File: src/rtl/core/chained_hash_map_engine_core_macros.svh
// Assertion macros shared by the hash map engine RTL.
`ifndef CHAINED_HASH_MAP_ENGINE_CORE_MACROS_SVH
`define CHAINED_HASH_MAP_ENGINE_CORE_MACROS_SVH
`ifndef NO_ASSERTIONS
// same-cycle implication
`define CHM_ASSERT_NOW(label, clk, rst_n, ante, cons, msg) \
    label: assert property (@(posedge clk) disable iff (!rst_n) (ante) |-> (cons)) \
        else $error(msg);
// next-cycle implication
`define CHM_ASSERT_NEXT(label, clk, rst_n, ante, cons, msg) \
    label: assert property (@(posedge clk) disable iff (!rst_n) (ante) |=> (cons)) \
        else $error(msg);
`else
`define CHM_ASSERT_NOW(label, clk, rst_n, ante, cons, msg)
`define CHM_ASSERT_NEXT(label, clk, rst_n, ante, cons, msg)
`endif
`endif

File: src/rtl/core/chmap_pkg.sv
// Shared constants, codes and controller/datapath interface types.
`timescale 1ns / 1ps
package chmap_pkg;

    localparam int ENTRIES_DEF   = 64;
    localparam int HASH_BITS_DEF = 3;

    // bucket count register width as seen on the config port
    localparam int BKT_W = 7;
    localparam logic [BKT_W-1:0] RESET_BUCKETS = 7'd8;

    localparam logic [31:0] FIB_MULT = 32'd2654435769;

    localparam logic REQ_PUT = 1'b0;
    localparam logic REQ_GET = 1'b1;

    localparam logic ST_OK   = 1'b0;
    localparam logic ST_FULL = 1'b1;

    // controller -> datapath
    typedef struct packed {
        logic load;    // latch request word
        logic search;  // step the key search
        logic update;  // apply put, start bucket recount
        logic scan;    // one hash value of the recount
    } hm_cmd_t;

    // datapath -> controller
    typedef struct packed {
        logic search_done;
        logic scan_last;
    } hm_sts_t;

endpackage

File: src/rtl/core/chmap_dp.sv
// Entry store, key search, insert/grow logic and bucket recount datapath.
`timescale 1ns / 1ps
`include "chained_hash_map_engine_core_macros.svh"
module chmap_dp #(
    parameter int ENTRIES   = chmap_pkg::ENTRIES_DEF,
    parameter int HASH_BITS = chmap_pkg::HASH_BITS_DEF
) (
    input  logic                        clk,
    input  logic                        rst_n,
    input  chmap_pkg::hm_cmd_t          cmd,
    output chmap_pkg::hm_sts_t          sts,
    input  logic                        cfg_wr_en,
    input  logic [chmap_pkg::BKT_W-1:0] cfg_wr_data,
    input  logic                        req_type,
    input  logic [31:0]                 key,
    input  logic [31:0]                 value,
    output logic                        status,
    output logic                        found,
    output logic [31:0]                 value_out,
    output logic [6:0]                  entry_count,
    output logic [5:0]                  collisions
);
    import chmap_pkg::*;

    localparam int AW   = $clog2(ENTRIES);
    localparam int CW   = $clog2(ENTRIES + 1);
    localparam int BW   = (CW > BKT_W) ? CW : BKT_W;
    localparam int GW   = BW + 1;
    localparam int HN   = 1 << HASH_BITS;
    localparam int NW   = HASH_BITS + 1;
    localparam int CMPW = (NW > BW) ? NW : BW;
    localparam int WA   = (CW > NW) ? CW : NW;
    localparam int WIDE = (WA > 7) ? WA : 7;

    // request word
    logic        req_reg;
    logic [31:0] key_reg;
    logic [31:0] val_reg;

    always_ff @(posedge clk)
    begin
        if (cmd.load)
        begin
            req_reg <= req_type;
            key_reg <= key;
            val_reg <= value;
        end
    end

    // Fibonacci hash, registered; settles during the search
    logic [31:0]          mix;
    logic [31:0]          prod;
    logic [HASH_BITS-1:0] hash_reg;

    assign mix  = key_reg ^ (key_reg >> (32 - HASH_BITS));
    assign prod = mix * FIB_MULT;

    always_ff @(posedge clk)
    begin
        hash_reg <= prod[31 -: HASH_BITS];
    end

    // entry store
    logic [31:0] key_mem [ENTRIES];
    logic [31:0] val_mem [ENTRIES];

    logic [CW-1:0] idx_reg;
    logic [CW-1:0] total_reg;
    logic [BW-1:0] bc_reg;
    logic          issue;
    logic          rd_vld_reg;
    logic [31:0]   rd_key_reg;
    logic [31:0]   rd_val_reg;
    logic [AW-1:0] rd_idx_reg;
    logic          hit_reg;
    logic [AW-1:0] slot_reg;
    logic [31:0]   hval_reg;
    logic          match;

    logic          is_put;
    logic          full;
    logic          insert;
    logic          overwrite;
    logic [AW-1:0] wr_addr;
    logic [CW-1:0] total_inc;
    logic          grow;
    logic [BW-1:0] cfg_bc;

    assign issue = cmd.search && (idx_reg != total_reg);
    assign match = rd_vld_reg && (rd_key_reg == key_reg);

    assign is_put    = (req_reg == REQ_PUT);
    assign full      = (total_reg == CW'(ENTRIES));
    assign insert    = cmd.update && is_put && !hit_reg && !full;
    assign overwrite = cmd.update && is_put && hit_reg;
    assign wr_addr   = hit_reg ? slot_reg : total_reg[AW-1:0];
    assign total_inc = total_reg + 1'b1;
    assign grow      = (GW'(total_inc) > {bc_reg, 1'b0});
    assign cfg_bc    = (cfg_wr_data == '0) ? BW'(1) : BW'(cfg_wr_data);

    always_ff @(posedge clk)
    begin
        if (insert)
        begin
            key_mem[wr_addr] <= key_reg;
        end
        if (insert || overwrite)
        begin
            val_mem[wr_addr] <= val_reg;
        end
        if (issue)
        begin
            rd_key_reg <= key_mem[idx_reg[AW-1:0]];
            rd_val_reg <= val_mem[idx_reg[AW-1:0]];
            rd_idx_reg <= idx_reg[AW-1:0];
        end
    end

    always_ff @(posedge clk)
    begin
        if (match)
        begin
            slot_reg <= rd_idx_reg;
            hval_reg <= rd_val_reg;
        end
    end

    // recount: walk hash values, residue tracked incrementally
    logic [HN-1:0]        present_reg;
    logic [HN-1:0]        seen_reg;
    logic [HASH_BITS-1:0] h_reg;
    logic [HASH_BITS-1:0] r_reg;
    logic [NW-1:0]        nonempty_reg;
    logic [CMPW-1:0]      r_inc;
    logic                 r_wrap;

    assign r_inc  = CMPW'(r_reg) + CMPW'(1);
    assign r_wrap = (r_inc == CMPW'(bc_reg));

    always_ff @(posedge clk or negedge rst_n)
    begin
        if (!rst_n)
        begin
            idx_reg      <= '0;
            rd_vld_reg   <= 1'b0;
            hit_reg      <= 1'b0;
            total_reg    <= '0;
            bc_reg       <= BW'(RESET_BUCKETS);
            present_reg  <= '0;
            seen_reg     <= '0;
            h_reg        <= '0;
            r_reg        <= '0;
            nonempty_reg <= '0;
        end
        else
        begin
            rd_vld_reg <= issue;
            if (cmd.load)
            begin
                idx_reg <= '0;
                hit_reg <= 1'b0;
            end
            else
            begin
                if (issue)
                begin
                    idx_reg <= idx_reg + 1'b1;
                end
                if (match)
                begin
                    hit_reg <= 1'b1;
                end
            end

            if (insert)
            begin
                total_reg <= total_inc;
                present_reg[hash_reg] <= 1'b1;
                if (grow)
                begin
                    bc_reg <= {bc_reg[BW-2:0], 1'b0};
                end
            end
            else if (cfg_wr_en && (total_reg == '0))
            begin
                bc_reg <= cfg_bc;
            end

            if (cmd.update)
            begin
                h_reg        <= '0;
                r_reg        <= '0;
                seen_reg     <= '0;
                nonempty_reg <= '0;
            end
            else if (cmd.scan)
            begin
                h_reg <= h_reg + 1'b1;
                r_reg <= r_wrap ? '0 : r_inc[HASH_BITS-1:0];
                if (present_reg[h_reg] && !seen_reg[r_reg])
                begin
                    seen_reg[r_reg] <= 1'b1;
                    nonempty_reg    <= nonempty_reg + 1'b1;
                end
            end
        end
    end

    // result word
    logic        status_reg;
    logic        found_reg;
    logic [31:0] vout_reg;

    always_ff @(posedge clk)
    begin
        if (cmd.update)
        begin
            status_reg <= (is_put && !hit_reg && full) ? ST_FULL : ST_OK;
            found_reg  <= hit_reg;
            vout_reg   <= (!is_put && hit_reg) ? hval_reg : 32'd0;
        end
    end

    logic [WIDE-1:0] total_w;
    logic [WIDE-1:0] coll_w;

    assign total_w = WIDE'(total_reg);
    assign coll_w  = total_w - WIDE'(nonempty_reg);

    assign status      = status_reg;
    assign found       = found_reg;
    assign value_out   = vout_reg;
    assign entry_count = total_w[6:0];
    assign collisions  = coll_w[5:0];

    assign sts.search_done = (idx_reg == total_reg) && !rd_vld_reg;
    assign sts.scan_last   = (h_reg == '1);

    `CHM_ASSERT_NOW(a_total_cap, clk, rst_n, 1'b1, total_reg <= CW'(ENTRIES), "entry total overflow")
    `CHM_ASSERT_NOW(a_bc_nonzero, clk, rst_n, 1'b1, bc_reg != '0, "bucket count reached zero")
    `CHM_ASSERT_NOW(a_nonempty_le, clk, rst_n, cmd.scan, WIDE'(nonempty_reg) <= total_w, "more buckets than entries")

endmodule

File: config.mk
export PLATFORM = sky130hd
export DESIGN_NAME = chmap_dp
export DESIGN_NICKNAME = d
export VERILOG_FILES = /design/src/rtl/core/chmap_pkg.sv /design/src/rtl/core/chmap_dp.sv
export VERILOG_INCLUDE_DIRS = /design/src /design/src/rtl/core
export SDC_FILE = /design/constraint.sdc
export NUM_CORES = 2
export LEC_CHECK = 0
export ABC_AREA = 1
export ABC_CLOCK_PERIOD_IN_PS = 15800
export BUFFER_PORTS_ARGS = -buffer_cell sky130_fd_sc_hd__buf_2
export CAP_MARGIN = 20
export CELL_PAD_IN_SITES_DETAIL_PLACEMENT = 2
export CELL_PAD_IN_SITES_GLOBAL_PLACEMENT = 2
export CORE_ASPECT_RATIO = 1.5
export CORE_MARGIN = 5
export CORE_UTILIZATION = 45
export DETAILED_ROUTE_END_ITERATION = 7
export PLACE_DENSITY = 0.76
export SETUP_SLACK_MARGIN = 0.4
export SLEW_MARGIN = 20
export SYNTH_ARGS = -nofsm -noshare
export SYNTH_HDL_FRONTEND = slang
export SYNTH_SLANG_ARGS = --single-unit
File: constraint.sdc
create_clock -name clk -period 15.8 [get_ports clk]
set_clock_uncertainty 0.15 [all_clocks]
set_input_delay 3.16 -clock clk [delete_from_list [all_inputs] [get_ports clk]]
set_output_delay 3.16 -clock clk [all_outputs]
set_load 0.005 [all_outputs]
* After elaboration in Yosys (flattened, before gate mapping)
Memory sizes are Yosys's and may differ from the RTL's. A register that Yosys moved wholly into a read port is not among the register bits.
Index checks and enable logic that the tools add are counted.
** Storage, ports and cells
- Register bits :: 195
- Latch bits :: 0
- Memory bits (writable) :: 4096
- Memory bits (read-only) :: 0
- Output and inout bits :: 49
- Word-level logic and storage cells :: 107
- Memories :: 2
** Memory list
- key_mem :: depth 64, bits a word 32, rd ports 1, clocked after Yosys merged registers in 1, write ports 1, line chmap_dp.sv:64 : logic [31:0] key_mem [ENTRIES];
- val_mem :: depth 64, bits a word 32, rd ports 1, clocked after Yosys merged registers in 1, write ports 1, line chmap_dp.sv:65 : logic [31:0] val_mem [ENTRIES];
** Cells by class
- $add $sub $neg :: 6
- Multipliers :: 1
- Divide/modulo/power cells :: 0
- Order comparisons :: 6
- Equal/unequal tests :: 7
- Shift-type cells :: 0
- Muxes and demuxes :: 33
- Bitwise operators :: 4
- Reductions and logical operators :: 28
** Operator list (count)
- 7-bit two-way mux :: 6
- 32-bit equality test :: 1
- 32-bit by 32-bit multiplier with 32-bit output, second input constant :: 1
- 32-bit by 3-bit bitwise XOR with 32-bit output :: 1
- 8-bit two-way mux :: 3
- 8-bit OR :: 2
- 3-bit two-way mux :: 5
- 7-bit by 1-bit adder with 7-bit output, second input constant :: 2
- 1-bit logical AND :: 14
- 7-bit logical NOT :: 2
- 3-bit by 4-bit < comparator with 1-bit output, second input constant :: 3
- 4-bit two-way mux :: 3
- 1-bit two-way mux :: 11
- 2-bit nonzero test :: 5
- 7-bit by 8-bit > comparator with 1-bit output :: 1
- 4-bit by 7-bit equality test with 1-bit output :: 1
- 7-bit equality test :: 1
- 7-bit equality test, second input constant :: 1
- 7-bit inequality test :: 1
- 1-bit binary-select mux with 3-bit select :: 2
- 1-bit demux with 3-bit select :: 2
- 3-bit by 1-bit greater-or-equal comparator with 1-bit output, second input constant :: 2
- 6-bit two-way mux :: 1
- 6-bit by 4-bit subtractor with 6-bit output :: 1
- other kinds (9) :: 13

* Logic depth before layout (Yosys ltp)
- Word-level depth :: 8
- Depth in mapped cells :: 26
- Mapped depth without buffers :: 25

* Worst setup path before layout
OpenSTA, ideal clock, no wires.
- Path type :: flip-flop to flip-flop
- Start :: register key_reg[6]
- End :: register hash_reg[0]
- Library setup time :: 0.112 ns
- Arrival time :: 6.761 ns
- Path slack :: 8.776 ns
- Stages on the path, launching flop included :: 23
- Period minus slack after synthesis :: 7.024 ns
- Cell sequence :: edfxtp_1 > inv_1 > fa_1 > inv_1 > fa_1 > fa_1 > inv_1 > fa_1 > inv_1 > fa_1 > inv_1 > fa_1 > inv_1 > fa_1 > fa_1 > ha_1 > inv_1 > nor3_1 > nand2_1 > nor4_1 > o21ai_0 > nand3_1 > nand2_1
** On the way
- Cells in the longest elaborated chain, start to end :: 2
** Ends and longest elaborated chain
- from (decl) :: line chmap_dp.sv:37 : logic [31:0] key_reg;
- from (signal assigned) :: line chmap_dp.sv:45 : key_reg <= key;
- 32-bit by 3-bit bitwise XOR with 32-bit output :: line chmap_dp.sv:55 : assign mix = key_reg ^ (key_reg >> (32 - HASH_BITS));
- 32-bit by 32-bit multiplier with 32-bit output :: line chmap_dp.sv:56 : assign prod = mix * FIB_MULT;
- named net prod[29] :: line chmap_dp.sv:52 : logic [31:0] prod;
- to (signal assigned) :: line chmap_dp.sv:60 : hash_reg <= prod[31 -: HASH_BITS];
- to (decl) :: line chmap_dp.sv:53 : logic [HASH_BITS-1:0] hash_reg;
The timed path passes the listed nets, and every way through them passes these cells.
A chain may end at the register's enable or synchronous reset.

* Worst setup path after layout
- Start :: register key_reg[13]
- End :: register hash_reg[0]
The elaborated chain is that of the path after synthesis.

==> flow_metrics.env <==
export IMPL_crit_type="flop to flop"
export IMPL_drc=0
export IMPL_globalplace_congestion=0.897
export IMPL_grt_max_degree=225
export IMPL_cp_required_ns=16.53
export IMPL_io_pins=128
export IMPL_synth_area_leaders="edfxtp_1, o21ai_0, nor2_1"
export IMPL_peakVddDrop_mv=0.548
export IMPL_insertion_delay_ns=1.07
export IMPL_vias=126000
export IMPL_wl_per_cell_um=40.9
export IMPL_outcome="complete, no violations"
export IMPL_fin_crit_ns=7.89
export IMPL_hold_end="hval_reg[26]"
export IMPL_placed_area_sq_um=186000
export IMPL_cap_violations=0
export IMPL_dp_hpwl_mm=446
export IMPL_synth_avg_cell_area_sq_um=13.4
export IMPL_power_leakage_nw=65.5
export IMPL_cts_hold_buffers=0
export IMPL_final_area_sq_um=200000
export IMPL_worstHoldPathCells=0
export IMPL_synth_fp_nets=13900
export IMPL_cp_data_arrival_time_ns=8.62
export IMPL_post_cts_resized=0
export IMPL_yosysWarnings=0
export IMPL_reg_top3="key_mem x2048, val_mem x2048"
export IMPL_die_w_um=524
export IMPL_dr_pass1_iters=6
export IMPL_synth_edf_count=4303
export IMPL_cp_max_fo=73
export IMPL_yosysUniqueCellTypes=48
export IMPL_fin_total_pwr_mw=34.7
export IMPL_r2r_start="key_reg[13]"
export IMPL_reg2reg_to="hash_reg[0]"
export IMPL_h_tree_depth=5
export IMPL_tns_ns=0
export IMPL_clock_sinks=4355
export IMPL_cts_buffers=416
export IMPL_area_growth_pct=11.8
export IMPL_fp_dieH_um=782
export IMPL_cts_buffer_depth=4
export IMPL_tightest_slew_ns=1.18
export IMPL_final_cell_mix="edfxtp_1, nor2_1, o21ai_0"
export IMPL_setup_worst_path_start="key_reg[13]"
export IMPL_yosys_area_top_type="edfxtp_1"
export IMPL_wl_mm=779
export IMPL_synth_seq_cells=4355
export IMPL_detail_route_antenna_nets=0
export IMPL_nNetsFinal=13900
export IMPL_finalHoldViolations=0
export IMPL_holdWs_ns=0.280
export IMPL_p_per_area_nw_per_um2=174
export IMPL_drt_iter0_drc=16400
export IMPL_top_usage_layer="met2"
export IMPL_setup_violations=0
export IMPL_dpl_cell_count=18200
export IMPL_postCtsSetupRepairBufs=0
export IMPL_drive_above_1_share=0.0909
export IMPL_grtUsageMet1=0.410
export IMPL_hold_path_class="flop to flop"
export IMPL_synthArstFlopShare=0.0113
export IMPL_syn_area_sq_um=179000
export IMPL_grt_antenna_before_repair=71
export IMPL_maxSlewViolCount=0
export IMPL_relSlewSlack=0.216
export IMPL_ys_seq_area_frac=0.731
export IMPL_ff2ff_path_depth=23
export IMPL_grt_pass1_vias=138000
export IMPL_grtUsageMet3=0.0621
export IMPL_core_area_sq_um=396000
export IMPL_fmax_ghz=0.127
export IMPL_grt_pass1_wl_mm=1070
export IMPL_rsz0062_at_grt="false"
export IMPL_placementRows=283
export IMPL_min_from="rd_val_reg[26]"
export IMPL_start_util=0.451
export IMPL_grt_ovfl_total=0
export IMPL_end_kind="flop"
export IMPL_path_clk_slew_ns=0.07
export IMPL_synth_top_area_frac=0.724
export IMPL_groute_usage_overall=0.368
export IMPL_synth_flop_cell="edfxtp_1"
export IMPL_clockRootBuffer="clkbuf_16"
export IMPL_synth_cells=13300
export IMPL_port_buffers=127
export IMPL_start_kind="flop"
export IMPL_cts_tree="yes"
export IMPL_r2r_slack_ns=7.91
export IMPL_die_area_sq_um=410000
export IMPL_stdcell_count=19100
export IMPL_timing_final_crit_share=0.500
export IMPL_grtUsageMet2=0.628
export IMPL_via_per_inst=6.60
export IMPL_final_common_cell="edfxtp_1"
## layer usage
| metal | part of all wire | wire [um] | up-vias |
|---|---|---|---|
| li1 | - | - | 49600 |
| met1 | 0.33 | 258000 | 66100 |
| met2 | 0.50 | 392000 | 7615 |
| met3 | 0.077 | 59900 | 2360 |
| met4 | 0.088 | 68700 | 16 |
| met5 | 0.00013 | 98 | - |
## cell usage after synthesis, types with 17 or more instances
master    count
edfxtp_1   4303
nor2_1     2322
o21ai_0    1874
nand2_1     778
o22ai_1     612
nand3_1     534
clkbuf_1    529
inv_1       430
o221ai_1    395
buf_2       272
o21ai_1     230
fa_1        229
ha_1        217
a21oi_1     155
o211ai_1    128
nand4_1      63
dfrtp_1      48
buf_1        39
xor2_1       32
buf_4        25
xnor2_1      20
nor3_1       19
buf_6        17
## worst max-delay path, cell delays in order (launching register included)
cell and delay (ns):
edfxtp_1 0.40, buf_4 0.79, inv_1 0.44, fa_1 0.54, fa_1 0.52, inv_1 0.07, fa_1 0.42, inv_1 0.10
fa_1 0.42, fa_1 0.59, inv_1 0.07, fa_1 0.40, fa_1 0.45, fa_1 0.52, ha_1 0.35, nand2_1 0.11
nor2_1 0.18, inv_1 0.09, nor2_1 0.22, nand3_1 0.11, nor4_1 0.19, o21ai_0 0.20, nand3_1 0.15, nand2_1 0.06
## layout make-up
class                      instances  area, sq um
antenna                           89          223
clock buffer                     508        10900
clock inverter                   258         2650
fill                           37300       196000
inverter                         440         1710
multi-input combinational       7666        43500
sequential                      4355       131000
tap                             5272         6600
timing repair buffer             469         3400
## power by group
part           internal [mW]  total, mW  leakage, nW  switching [mW]
registers               13.0       13.1         39.4           0.121
logic                   3.54       10.9         19.4            7.39
clock network           5.74       10.6         6.64            4.88
## cells by family after synthesis
family / Yosys count / share of synthesized area
adders and majority gates: 446 / 0.0409
buffers and inverters: 1324 / 0.0310
DFF: 4355 / 0.731
xor gates and xnor gates: 52 / 0.00255
AOI/OAI and AO/OA: 3419 / 0.111
and+or+nand+nor: 3749 / 0.0841
## metrics by stage
step / setup WS (ns) / utilization
5_1_grt: 7.68 / 0.504
2_1_floorplan: 8.78 / -
4_1_cts: 7.77 / 0.503
3_3_place_gp: 8.00 / 0.469
3_5_place_dp: 7.79 / 0.469
6_report: 7.91 / 0.504
## how the worst max path moves through the flow
stage | endpoint | slack [ns] | depth (start not counted)
2_1_floorplan | hash_reg[0] | 8.78 | 22
4_1_cts | hash_reg[0] | 7.77 | 21
6_report | hash_reg[0] | 7.91 | 23
3_3_place_gp | hash_reg[2] | 8.00 | 21
5_1_grt | hash_reg[0] | 7.68 | 23
3_5_place_dp | hash_reg[0] | 7.79 | 21
(Power assumes the default switching activity.)
