===== config.mk =====
export PLATFORM = sky130hd
export DESIGN_NAME = chmap_ctrl
export DESIGN_NICKNAME = d
export VERILOG_FILES = /design/src/rtl/core/chmap_pkg.sv /design/src/rtl/core/chmap_ctrl.sv
export VERILOG_INCLUDE_DIRS = /design/src /design/src/rtl/core
export SDC_FILE = /design/constraint.sdc
export NUM_CORES = 1
export LEC_CHECK = 0
export BUFFER_PORTS_ARGS = -buffer_cell sky130_fd_sc_hd__clkbuf_2
export CORE_AREA = 10 10 47 49
export DETAILED_ROUTE_END_ITERATION = 7
export DIE_AREA = 0 0 57 59
export GPL_ROUTABILITY_DRIVEN = 0
export PLACE_DENSITY = 0.43
export RECOVER_POWER = 25
export SLEW_MARGIN = 10
export SYNTH_ARGS = -nofsm -noshare
export SYNTH_HDL_FRONTEND = slang
export SYNTH_SLANG_ARGS = --single-unit

===== constraint.sdc =====
create_clock -name clk -period 1.5 [get_ports clk]
set_clock_uncertainty 0.2 [all_clocks]
set_input_delay 0.15 -clock clk [delete_from_list [all_inputs] [get_ports clk]]
set_output_delay 0.15 -clock clk [all_outputs]
set_load 0.1 [all_outputs]

===== src/rtl/core/chained_hash_map_engine_core_macros.svh =====
// Assertion macros shared by the hash map engine RTL.
`ifndef CHAINED_HASH_MAP_ENGINE_CORE_MACROS_SVH
`define CHAINED_HASH_MAP_ENGINE_CORE_MACROS_SVH
`ifndef NO_ASSERTIONS
// same-cycle implication
`define CHM_ASSERT_NOW(label, clk, rst_n, ante, cons, msg) \
    label: assert property (@(posedge clk) disable iff (!rst_n) (ante) |-> (cons)) \
        else $error(msg);
// next-cycle implication
`define CHM_ASSERT_NEXT(label, clk, rst_n, ante, cons, msg) \
    label: assert property (@(posedge clk) disable iff (!rst_n) (ante) |=> (cons)) \
        else $error(msg);
`else
`define CHM_ASSERT_NOW(label, clk, rst_n, ante, cons, msg)
`define CHM_ASSERT_NEXT(label, clk, rst_n, ante, cons, msg)
`endif
`endif


===== src/rtl/core/chmap_pkg.sv =====
// Shared constants, codes and controller/datapath interface types.
`timescale 1ns / 1ps
package chmap_pkg;

    localparam int ENTRIES_DEF   = 64;
    localparam int HASH_BITS_DEF = 3;

    // bucket count register width as seen on the config port
    localparam int BKT_W = 7;
    localparam logic [BKT_W-1:0] RESET_BUCKETS = 7'd8;

    localparam logic [31:0] FIB_MULT = 32'd2654435769;

    localparam logic REQ_PUT = 1'b0;
    localparam logic REQ_GET = 1'b1;

    localparam logic ST_OK   = 1'b0;
    localparam logic ST_FULL = 1'b1;

    // controller -> datapath
    typedef struct packed {
        logic load;    // latch request word
        logic search;  // step the key search
        logic update;  // apply put, start bucket recount
        logic scan;    // one hash value of the recount
    } hm_cmd_t;

    // datapath -> controller
    typedef struct packed {
        logic search_done;
        logic scan_last;
    } hm_sts_t;

endpackage


===== src/rtl/core/chmap_ctrl.sv =====
// Request sequencer: search, update, bucket recount, result strobe.
`timescale 1ns / 1ps
`include "chained_hash_map_engine_core_macros.svh"
module chmap_ctrl (
    input  logic               clk,
    input  logic               rst_n,
    input  logic               start,
    output logic               busy,
    output logic               done,
    output chmap_pkg::hm_cmd_t cmd,
    input  chmap_pkg::hm_sts_t sts
);
    import chmap_pkg::*;

    typedef enum logic [4:0] {
        S_IDLE   = 5'b00001,
        S_SEARCH = 5'b00010,
        S_UPDATE = 5'b00100,
        S_SCAN   = 5'b01000,
        S_DONE   = 5'b10000
    } state_t;

    state_t state_reg, state_next;

    always_ff @(posedge clk or negedge rst_n)
    begin
        if (!rst_n)
        begin
            state_reg <= S_IDLE;
        end
        else
        begin
            state_reg <= state_next;
        end
    end

    always_comb
    begin
        state_next = state_reg;
        cmd        = '0;
        unique case (state_reg)
            S_IDLE:
            begin
                cmd.load = start;
                if (start)
                begin
                    state_next = S_SEARCH;
                end
            end
            S_SEARCH:
            begin
                cmd.search = 1'b1;
                if (sts.search_done)
                begin
                    state_next = S_UPDATE;
                end
            end
            S_UPDATE:
            begin
                cmd.update = 1'b1;
                state_next = S_SCAN;
            end
            S_SCAN:
            begin
                cmd.scan = 1'b1;
                if (sts.scan_last)
                begin
                    state_next = S_DONE;
                end
            end
            S_DONE:
            begin
                state_next = S_IDLE;
            end
            default:
            begin
                state_next = S_IDLE;
            end
        endcase
    end

    assign busy = (state_reg != S_IDLE);
    assign done = (state_reg == S_DONE);

    `CHM_ASSERT_NOW(a_cmd_onehot, clk, rst_n, 1'b1, $onehot0(cmd), "overlapping datapath commands")
    `CHM_ASSERT_NEXT(a_done_pulse, clk, rst_n, done, !done, "result strobe longer than one cycle")
    `CHM_ASSERT_NEXT(a_accept_busy, clk, rst_n, start && !busy, busy, "accepted word did not start")

endmodule


After elaboration in Yosys (flattened, before gate mapping)
Cells that the tools add are included.
{"block": "word_totals", "elab_cells": 19, "in_bits": 5, "ff_bits": 5, "out_inout_bits": 6}
{"block": "op_classes", "n_reduce_logical": 1, "n_mux": 8, "n_eq_ne": 9}
{"cell": "case mux 5 bit (4 select lines)", "n": 1}
{"cell": "2-to-1 mux 5 bit", "n": 3}
{"cell": "!= test 2 bit (second input constant)", "n": 3}
{"cell": "equality test 5 x 1 -> 1 bit (second input constant)", "n": 1}
{"cell": "equality test 5 x 2 -> 1 bit (second input constant)", "n": 1}
{"cell": "equality test 5 x 3 -> 1 bit (second input constant)", "n": 1}
{"cell": "equality test 5 x 4 -> 1 bit (second input constant)", "n": 1}
{"cell": "equality test 5 bit (second input constant)", "n": 1}
{"cell": "!= test 5 x 1 -> 1 bit (second input constant)", "n": 1}
{"cell": "2-to-1 mux 1 bit", "n": 4}
{"cell": "AND reduction 3 bit", "n": 1}

Logic depth before layout (Yosys ltp)
Gate-level depths: netlist of the first run.
{"block": "depth", "depth_word": 3, "depth_mapped": 3, "ltp_nobuf": 3}

Least setup slack after synthesis of the first run
OpenSTA, ideal clock, no wires.
{"block": "synth_path", "path_type": "reg2out", "start": "register state_reg[2]", "end": "output cmd[3] in the netlist's numbering", "n_path_buf": 0, "stages_incl_launch_ff": 3, "t_arrival_ns": 2.927, "required_time_ns": 1.150, "path_slack_ns": -1.777, "path_cell_list": "dfrtp_1 > or3_4 > nor3_1"}
{"element": "from (decl)", "line_no": "chmap_ctrl.sv:23", "source": "state_t state_reg, state_next;"}
{"element": "from (signal assigned)", "line_no": "chmap_ctrl.sv:33", "source": "state_reg <= state_next;"}
{"element": "to (decl)", "line_no": "chmap_ctrl.sv:10", "source": "output chmap_pkg::hm_cmd_t cmd,"}

Worst setup path after layout of the first run
{"block": "layout_path", "start": "register state_reg[1]", "end": "output done"}
{"block": "layout_via", "elab_chain_cells": 1}
{"element": "equality test 5 bit", "line_no": "chmap_ctrl.sv:83", "source": "assign done = (state_reg == S_DONE);"}
{"element": "to (decl)", "line_no": "chmap_ctrl.sv:9", "source": "output logic done,"}
No other way between the ends.

==> results.md, run 1 <==
GRT:
- The sum of overflow across all layers after global routing is 0.
- The number of antenna violations at the first check in global routing is 0.
- Global routing used 5.19% of the available tracks across all layers.
- The number of global-route vias before repair was approximately 360.
- The first global-routing pass estimated approximately 1400 um of wire.
- The largest net degree at the start of global routing is 8.

Die:
- The die is between 50 and 60 um wide.
- The overall die area is 3360 um2.
- The number of rows created at floorplan is 14.
- The I/O pin total is 11.
- From bottom edge to top edge, the die measures roughly 59 um.
- The initial utilization of the core area, before any placement, comes to between 20% and 30%.
- The area of the core region is between 1000 and 1500 um2.

Drt:
- The total detailed-routing wirelength is 871 um.
- For this block, wires on met1 add up to between 300 and 400 um.
- The met2 wirelength from detailed routing is 504 um.
- The detail route stage leaves a number of antenna-violating nets equal to 0.
- The met3 layer wire length in the routed design is around 28 um.
- The routed length per placed instance is around 12 um.
- Dividing the detail-routed via count by the number of cells gives roughly 4.2.
- For this run, design rule violations remaining after detail routing come to 0.
- The highest layer used for signal routing is met3.
- Before antenna repair, the detailed router went through 4 iterations.
- The routed layout has approximately 310 vias.
- The starting DRC count in detailed routing is 2.

Timing:
- Across all hold checks on the routed design, the worst slack comes to 0.0822 ns.
- The count of endpoints failing hold in the final timing report is 0.
- Based on the critical path, the design can be clocked at up to roughly 560 MHz.
- The share of the cycle needed by the critical path after routing is 120%.
- The final setup violation count is 6.
- The minimum period implied by the final worst setup slack is between 1.5 and 2 ns.
- Setup repair after global routing could not meet its margin everywhere.
- For the pin with the worst max-slew slack, the measured transition is ~0.25 ns.
- The final worst slack is -0.296 ns.
- The max-slew violation count is 0.
- The remaining max-slew budget at the tightest pin is 83.5%.

Place:
- The post-placement setup slack is -0.0969 ns.
- After legalization and detailed placement, the total HPWL measured around 630 um.
- The placed cell area is 526 um2.
- Input and output buffers added on the ports amount to 10.

Status:
- The final reports fail on negative setup slack.
- The run finished, with violations left.

Setup path:
- The kind of cell adding the most delay to the critical path is simple AND/OR/NAND/NOR gates.
- Data on the critical path arrives at its endpoint at 1.45 ns.
- For this design, the slowest cell found on the critical path is or4_4.
- Together, buffers and inverters on the worst path number 1.
- STA classifies the critical path startpoint as a register.
- STA puts the critical path data required time at 1.15 ns.
- The delay of the slowest cell on the worst path is 0.55 ns.
- The kind of critical path is register to output pin.
- The element type at the critical path end is an output pin.
- Walking the worst path, the cells encountered are or4_4 -> nor2_4 -> buf_12.
- The peak fanout along the critical path is 2.

Synthesis:
- Synthesis produced a netlist with a net count of 35.
- The synthesized design contains 5 register bits.
- The synthesized area divided by synthesized cell count is approximately 9.5 um2.
- In the synthesized netlist, the number of instances is 30.
- The most area-hungry cell type in the Yosys netlist is dfrtp_1.
- The register area share after synthesis is between 40 and 50%.
- The synthesized design devotes to its leading area cell type 35.1% of total area.
- The count of unique library cells instantiated by Yosys is 18.
- The count of warnings emitted by yosys is 0.
- The cell area after synthesis is between 200 and 300 um2.
- After synthesis, the cell types taking the most area are dfrtp_1, dfstp_2, nor3_1.

Clock tree:
- Clock tree synthesis inserted a total of 3 buffers.
- The clock net in this run drives a total of 5 sinks.
- The insertion delay of the later-clocked pin in the worst-skew pair is between 0.2 and 0.25 ns.
- The clock slew seen by the registers of the worst setup and hold paths is roughly 0.04 ns.
- TritonCTS built the clock tree.
- The cell at the root of the clock tree is clkbuf_4.
- CTS built an H-tree with a depth of 1.
- The buffer levels on the longest clock path is 2.

Finish:
- The flip-flop count of the largest register after layout is 5.
- The fraction of layout cells with a size suffix above 1 is between 70% and 80%.
- The number of diodes added for antenna fixing is 0.
- The area growth from synthesis to layout is 146%.
- The combined flip-flop and latch cell area is 126 um2.
- The number of fillers in the final layout is about 130.
- The post-layout net count is 65.
- Summing all multi-input logic gate instances after layout gives 240 um2.
- The post-layout utilization of the core is between 50% and 60%.
- Summing all non-filler instances in the final layout gives an area of ~700 um2.

Hold path:
- The min-delay analysis places its worst path in the category input port to asynchronous set/reset pin.

Pwr:
- In this run the power density over the cells is around 1900 nW/um2.
- The standby leakage power is 0.000321 uW.
- The worst-case IR drop observed on VDD is roughly 1.0 mV.

Flow run:
- The number of maximum-capacitance violations is 0.
synth_stat cells:
master	n
dfrtp_1	4
nor3_1	4
nor2_1	3
and2_1	2
and3b_1	2
inv_1	2
nand2_1	2
a21o_1	1
buf_4	1
dfstp_2	1
nand2b_1	1
nor2_4	1
nor4_1	1
o22a_1	1
o31ai_1	1
or3_4	1
or4_1	1
xnor2_1	1
layer usage:
layer / vias to the layer above / track usage (%)
li1: 160 / -
met1: 146 / 4.64
met2: 6 / 9.15
met3: 0 / 1.50
met4: 0 / 5.03
met5: - / 0
path summary, 6_finish.rpt:
path / slack (ns) / end / depth (start not counted) / from
setup / recovery: -0.30 / done / 3 / state_reg[1]
hold / removal: 0.08 / state_reg[3] / 2 / rst_n
setup reg to reg: 0.01 / state_reg[3] / 5 / state_reg[0]
hold reg to reg: 0.44 / state_reg[1] / 2 / state_reg[4]
max in group asynchronous: 0.76 / state_reg[0] / 2 / rst_n
min in group clk: 0.22 / state_reg[1] / 5 / start
logic make-up (layout without fill, tap and decap cells):
family                    count (synthesis)  after routing  synth area share [%]
AOI/OAI and AO/OA                         3              3                  8.34
xor gates and xnor gates                  1              1                  3.07
buffers and inverters                     3             32                  5.27
DFF                                       5              5                  44.3
and+or+nand+nor                          18             18                  39.0
through the flow:
step | total power, uW | instances | setup TNS [ns]
global placement | 960 | 63 | -0.284
global route | 1370 | 75 | -1.85
CTS | 1230 | 73 | -1.57
floorplan | 681 | 30 | -1.65
finish | 1300 | 75 | -1.49
detailed placement | 967 | 63 | -0.335
power by group:
part,switching [uW],leakage [uW],internal (uW)
Sequential,21.6,0.0000651,174
Clock,48.4,0.0000150,100
Combinational,546,0.000241,410
layout by cell type (no fill, tap or decap):
cell type      n
nand2_2        1
clkbuf_1       2
nor3_4         2
a21o_1         1
nor3_2         1
dlygate4sd3_1  3
or3_4          1
buf_4          9
and2_4         1
nand2_4        1
xnor2_2        1
nor4_4         1
clkbuf_4       3
nand2b_4       1
or4_4          1
nor2_4         3
inv_1          2
clkbuf_2       3
and2_1         1
nor2_1         1
dfrtp_1        4
o31ai_2        1
dfstp_2        1
nor3_1         1
and3b_2        2
o22a_1         1
buf_6          4
buf_12         6
layout make-up:
type                       instances  share of cell area [%]
clock buffer                       4                    3.74
sequential                         5                    18.0
multi-input combinational         22                    34.2
inverter                           2                    1.07
tap                               16                    2.85
timing repair buffer              26                    40.1
what timing repair did:
action	CTS	global route
resized for setup	10	9
gates cloned	0	0
endpoints found under the setup margin	8	9
hold endpoints to repair	8	0
pin swaps	5	5
setup buffers	3	3
hold buffers	3	0
No activity file was read; power rests on OpenSTA's default activity.
==> run 2, diff against run 1 <==
- BUFFER_PORTS_ARGS: -buffer_cell sky130_fd_sc_hd__clkbuf_2 -> -buffer_cell sky130_fd_sc_hd__buf_2
==> run 2 against run 1 <==
Net effect: the run still ends with negative setup slack left; highest routed layer unchanged; final cell count down 1.3%; via count rose by 1.3%; non-clock buffer count is 1 lower; largest power group unchanged; flip-flop and latch count did not move; largest cell class unchanged.
==> results.md, run 2 (synthesis results as in run 1) <==
Setup path:
- The worst flop-to-flop path startpoint is state_reg[0] (unchanged).
- The cell count of the worst reg-to-reg path was 5 (unchanged).
- The critical path startpoint category is a register (unchanged).
- The register-to-register path setup slack is 0.04 ns (was 0.01 ns).
- The element type at the critical path end is an output pin (unchanged).
- The worst path arrival time came to 1.52 ns (was 1.45 ns).
- The kind of critical path is register to output pin (unchanged).
- The peak fanout along the critical path is 3 (was 2).
- The worst reg2reg path endpoint was state_reg[3] (unchanged).
- The critical path required time came to 1.15 ns (about the same).

Die:
- The area of the core region is 1400 um2 (unchanged).
- The die height is 59 um (unchanged).
- The overall die area is 3360 um2 (unchanged).
- The die width is 57 um (unchanged).
- The number of rows created at floorplan was 14 (unchanged).
- The I/O pin total is 11 (unchanged).
- The initial standard-cell utilization of the core was 20.4% (unchanged).

Finish:
- The post-layout net count was 64 (was 65).
- The combined flip-flop and latch cell area is 126 um2 (unchanged).
- The number of diodes added for antenna fixing came to 0 (unchanged).
- The flip-flop count of the largest register after layout is 5 (unchanged).
- The area taken by multi-input logic gates is 226 um2 (was 240 um2).
- The cell area after layout came to 684 um2 (was 702 um2).
- The fraction of layout cells with a size suffix above 1 is 67.2% (was 72.9%).
- The post-layout utilization of the core is 48.8% (was 50.1%).
- The area growth from synthesis to final layout is 140% (was 146%).
- Most frequent cells in the layout: buf_4, buf_12, buf_6 (was buf_4, buf_12, buf_6, dfrtp_1).
- The number of fillers in the final layout is 135 (was 133).
- The most common library cell in the layout ignoring fill and taps is buf_4 (unchanged).

Pwr:
- The maximum VDD drop came to 0.775 mV (was 1.01 mV).
- The areal power density over the cells is 1870 nW/um2 (was 1850 nW/um2).
- The total power is 1280 uW (was 1300 uW).
- The standby leakage power is 0.000317 uW (was 0.000321 uW).

Clock tree:
- The CTS H-tree depth is 1 (unchanged).
- The TritonCTS clock tree is built (unchanged).
- The insertion delay of the later-clocked pin in the worst-skew pair is 0.23 ns (was 0.24 ns).
- The clock slew seen by the registers of the worst setup and hold paths is 0.04 ns (about the same).
- The clock sink count was 5 (unchanged).
- The TritonCTS buffer count came to 3 (unchanged).
- The cell at the root of the clock tree was clkbuf_4 (unchanged).
- The buffer levels on the longest clock path is 2 (unchanged).

GRT:
- The number of global-route vias before repair is 357 (was 359).
- The sum of overflow across all layers after global routing is 0 (unchanged).
- The number of antenna violations at the first check in global routing is 0 (unchanged).
- The wire length of the first global-routing pass is 1480 um (was 1360 um).
- The largest net degree at the start of global routing is 8 (unchanged).
- The combined global-route utilization of all metal layers is 5.54% (was 5.19%).

Timing:
- Unrepaired setup endpoints after global routing: yes (unchanged).
- The actual slew at the worst max-slew pin is 0.243 ns (was 0.247 ns).
- The remaining max-slew budget at the tightest pin is 83.8% (was 83.5%).
- The minimum period implied by the final worst setup slack is 1.87 ns (was 1.80 ns).
- The count of endpoints failing hold in the final timing report came to 0 (unchanged).
- The share of the cycle needed by the critical path after routing came to 124% (was 120%).
- The highest clock rate is 536 MHz (was 557 MHz).
- The max-slew violation count was 0 (unchanged).
- The final worst slack came to -0.367 ns (was -0.296 ns).
- The final setup violation count is 6 (unchanged).

Hold path:
- The class of the worst hold path is input port to asynchronous set/reset pin (unchanged).

Status:
- Run status: complete, but fails checks (unchanged).
- Violations in the final reports: negative setup slack (unchanged).

Drt:
- The DRC violation count after routing came to 0 (unchanged).
- The total detailed-routing wirelength is 817 um (was 871 um).
- The number of vias in the routed layout was 316 (was 312).
- The routed length per placed instance is 11.0 um (was 11.6 um).
- The starting DRC count in detailed routing was 0 (was 2).
- The remaining antenna violation count after routing was 0 (unchanged).
- The first-pass iteration count of the detailed router came to 1 (was 4).
- The average via count per standard cell is 4.27 (was 4.16).

Place:
- The final HPWL from detailed placement came to 653 um (was 631 um).
- The count of buffers from port buffering is 10 (unchanged).
- The placed cell area is 526 um2 (unchanged).
- The post-placement setup slack is -0.142 ns (was -0.0969 ns).

Flow run:
- The number of maximum-capacitance violations is 0 (unchanged).
==> run 2: worst max-delay path: stages, from the launching register on <==
cell and delay [ns]:
dfrtp_1 0.38, or3_4 0.41, buf_6 0.13, nor3_4 0.16, buf_12 0.20
==> run 2: metrics by stage <==
step / setup TNS [ns] / hold WS (ns) / std cells
after floorplan: -1.65 / -0.346 / 30
after CTS: -1.83 / 0.0380 / 73
after global routing: -2.11 / 0.120 / 74
after detailed placement: -0.508 / -0.237 / 65
final: -1.72 / 0.0807 / 74
after global placement: -0.458 / -0.237 / 65
==> run 2: worst max path at each step <==
stage                  from      to  slack, ns  cells after the start
5_1_grt        state_reg[3]  cmd[3]      -0.44                      4
4_1_cts        state_reg[3]  cmd[3]      -0.39                      4
6_report       state_reg[4]  cmd[3]      -0.37                      4
2_1_floorplan  state_reg[3]  cmd[3]      -0.43                      2
3_3_place_gp   state_reg[3]    busy      -0.12                      4
3_5_place_dp   state_reg[3]  cmd[3]      -0.14                      4
==> run 2: where the power goes <==
group	internal, uW	total [uW]	switching [uW]	leakage [uW]
registers	174	192	17.8	0.0000651
logic	399	937	538	0.000237
clock network	100	149	48.8	0.0000150
==> run 2: area by class of cell <==
class	instances	area share, %
repair buffers	25	40.6
multi-input cells	22	33.1
flip-flops and latches	5	18.5
clock buffers	4	3.84
well taps	16	2.93
inverters	2	1.10
==> run 2: timing repair <==
action / in CTS / in global routing
gates resized for setup: 10 / 10
hold endpoints to repair: 8 / 0
hold buffers: 3 / 0
buffers inserted: 1 / 1
pin swaps: 3 / 3
setup endpoints to repair: 8 / 10
cloned: 0 / 0
==> run 2: per-layer routing <==
metal  part of all wire [%]  track usage [%]
met5                      0                0
met4                      0             4.03
met3                    3.2             1.50
met2                     60             10.2
met1                     36             5.14
==> run 3, diff against run 2 <==
- RECOVER_POWER: 25 -> default
==> run 3 against run 2 <==
Net effect: the run still ends with negative setup slack left; clock power barely moved; sequential share of layout area barely moved; total power barely moved; fmax barely moved.
==> results.md, run 3 (synthesis results as in run 1) <==
Status:
- Run status: complete, but fails checks (unchanged).
- Violations in the final reports: negative setup slack (unchanged).

Drt:
- The number of vias in the routed layout is 316 (unchanged).
- The average via count per standard cell is 4.27 (unchanged).
- The remaining antenna violation count after routing is 0 (unchanged).
- The DRC violation count after routing is 0 (unchanged).
- The total detailed-routing wirelength was 816 um (was 817 um).
- The first-pass iteration count of the detailed router was 1 (unchanged).
- The routed length per placed instance was 11.0 um (about the same).
- The starting DRC count in detailed routing is 0 (unchanged).

Die:
- The initial standard-cell utilization of the core is 20.4% (unchanged).
- The number of rows created at floorplan was 14 (unchanged).
- The die height is 59 um (unchanged).
- The overall die area was 3360 um2 (unchanged).
- The I/O pin total came to 11 (unchanged).
- The die width is 57 um (unchanged).
- The area of the core region came to 1400 um2 (unchanged).

GRT:
- The global routing met1 resource utilization was 5.14% (unchanged).
- The wire length of the first global-routing pass came to 1480 um (unchanged).
- The met2 capacity usage during global routing is 10.2% (unchanged).
- The peak-usage layer in the global routing report was met2 (unchanged).
- The largest net degree at the start of global routing was 8 (unchanged).
- The met3 capacity usage during global routing is 1.50% (unchanged).
- The combined global-route utilization of all metal layers is 5.54% (unchanged).
- The number of antenna violations at the first check in global routing is 0 (unchanged).
- The sum of overflow across all layers after global routing was 0 (unchanged).
- The number of global-route vias before repair is 357 (unchanged).

Setup path:
- The combined buffer and inverter count along the critical path is 2 (unchanged).
- The critical path required time came to 1.15 ns (about the same).
- The kind of cell adding the most delay to the critical path was simple AND/OR/NAND/NOR gates (unchanged).
- The critical path startpoint category is a register (unchanged).
- The cell count of the worst reg-to-reg path is 5 (unchanged).
- The register-to-register path setup slack was 0.04 ns (about the same).
- The worst reg2reg path endpoint was state_reg[3] (unchanged).
- The worst flop-to-flop path startpoint is state_reg[0] (unchanged).
- The peak fanout along the critical path is 3 (unchanged).
- The worst path arrival time is 1.52 ns (about the same).
- The kind of critical path is register to output pin (unchanged).
- The element type at the critical path end is an output pin (unchanged).
- Ordered list of cells on the worst path: or3_4 -> buf_6 -> nor3_4 -> buf_12 (unchanged).
- The delay of the slowest cell on the worst path is 0.41 ns (about the same).
- The cell with the largest stage delay on the worst path is or3_4 (unchanged).

Clock tree:
- The cell at the root of the clock tree is clkbuf_4 (unchanged).
- The clock slew seen by the registers of the worst setup and hold paths came to 0.04 ns (about the same).
- The CTS H-tree depth is 1 (unchanged).
- The clock sink count is 5 (unchanged).
- The TritonCTS clock tree is built (unchanged).
- The buffer levels on the longest clock path came to 2 (unchanged).
- The TritonCTS buffer count is 3 (unchanged).
- The insertion delay of the later-clocked pin in the worst-skew pair came to 0.23 ns (about the same).

Place:
- The post-placement setup slack came to -0.142 ns (unchanged).
- The count of buffers from port buffering is 10 (unchanged).
- The final HPWL from detailed placement came to 653 um (unchanged).
- The number of placed instances, taps included is 65 (unchanged).

Timing:
- The max-slew violation count is 0 (unchanged).
- Unrepaired setup endpoints after global routing: yes (unchanged).
- The minimum period implied by the final worst setup slack was 1.87 ns (about the same).
- The count of endpoints failing hold in the final timing report is 0 (unchanged).
- The remaining max-slew budget at the tightest pin is 85.3% (was 83.8%).
- The final worst slack is -0.368 ns (was -0.367 ns).
- The highest clock rate is 535 MHz (was 536 MHz).
- The actual slew at the worst max-slew pin came to 0.219 ns (was 0.243 ns).
- The final setup violation count is 6 (unchanged).
- The final-layout setup total negative slack was -1.73 ns (was -1.72 ns).
- The share of the cycle needed by the critical path after routing was 125% (was 124%).

Finish:
- The combined flip-flop and latch cell area is 126 um2 (unchanged).
- The final instance count without filler cells is 74 (unchanged).
- The number of diodes added for antenna fixing is 0 (unchanged).
- The fraction of layout cells with a size suffix above 1 came to 69.0% (was 67.2%).
- The most common library cell in the layout ignoring fill and taps is buf_4 (unchanged).
- The area growth from synthesis to final layout is 140% (about the same).
- The area taken by multi-input logic gates is 226 um2 (unchanged).
- The flip-flop count of the largest register after layout came to 5 (unchanged).
- Most frequent cells in the layout: buf_4, buf_12, buf_6 (unchanged).
- The number of fillers in the final layout is 134 (was 135).
- The post-layout net count is 64 (unchanged).

Hold path:
- The class of the worst hold path is input port to asynchronous set/reset pin (unchanged).

Pwr:
- The standby leakage power was 0.000320 uW (was 0.000317 uW).
- The areal power density over the cells is 1860 nW/um2 (was 1870 nW/um2).
- The maximum VDD drop is 0.775 mV (about the same).

Flow run:
- The number of maximum-capacitance violations is 0 (unchanged).
==> run 3: cell type report <==
type	count	area share (%)
clock buffer	4	3.83
inverter	2	1.09
multi-input combinational	22	33.0
sequential	5	18.4
tap	16	2.92
timing repair buffer	25	40.7
==> run 3: what timing repair did <==
item                                    CTS  global route
hold endpoints to repair                  8             0
endpoints found under the setup margin    8            10
setup buffers                             1             1
hold buffers                              3             0
pin swaps                                 3             3
resized for setup                        10            10
==> run 3: how the worst max path moves through the flow <==
stage / from / endpoint / slack (ns) / cells past startpoint
floorplan: state_reg[3] / cmd[3] / -0.43 / 2
global route: state_reg[3] / cmd[3] / -0.44 / 4
finish: state_reg[4] / cmd[3] / -0.37 / 4
global placement: state_reg[3] / busy / -0.12 / 4
CTS: state_reg[3] / cmd[3] / -0.39 / 4
detailed placement: state_reg[3] / cmd[3] / -0.14 / 4
==> run 3: worst register-to-register path, stage by stage (launching register included) <==
cell     delay [ns]
dfstp_2        0.53
buf_6          0.11
nor3_4         0.04
and3b_2        0.22
buf_6          0.12
a21o_1         0.14
==> run 3: report_power, final <==
group | switching (uW) | total (uW) | internal, uW | leakage [uW]
Combinational | 538 | 937 | 399 | 0.000240
Sequential | 17.8 | 192 | 174 | 0.0000651
Clock | 49.5 | 150 | 100 | 0.0000150
Total | 605 | 1280 | 674 | 0.000320
==> run 3: stage by stage <==
step           total power (uW)  cell area, um2  hold WS, ns  util [%]
5_1_grt                    1350             686       0.0703      48.9
4_1_cts                    1170             632       0.0380      45.1
3_3_place_gp                903             526       -0.237      37.5
2_1_floorplan               681             313       -0.346         -
6_report                   1280             686       0.0440      48.9
3_5_place_dp                905             526       -0.237      37.5
==> run 3: layer usage <==
metal  vias up  share of wire [%]
li1        164                  -
met1       148                 36
met2         4                 60
met3         0                3.2
met4         0                  0
met5         -                  0
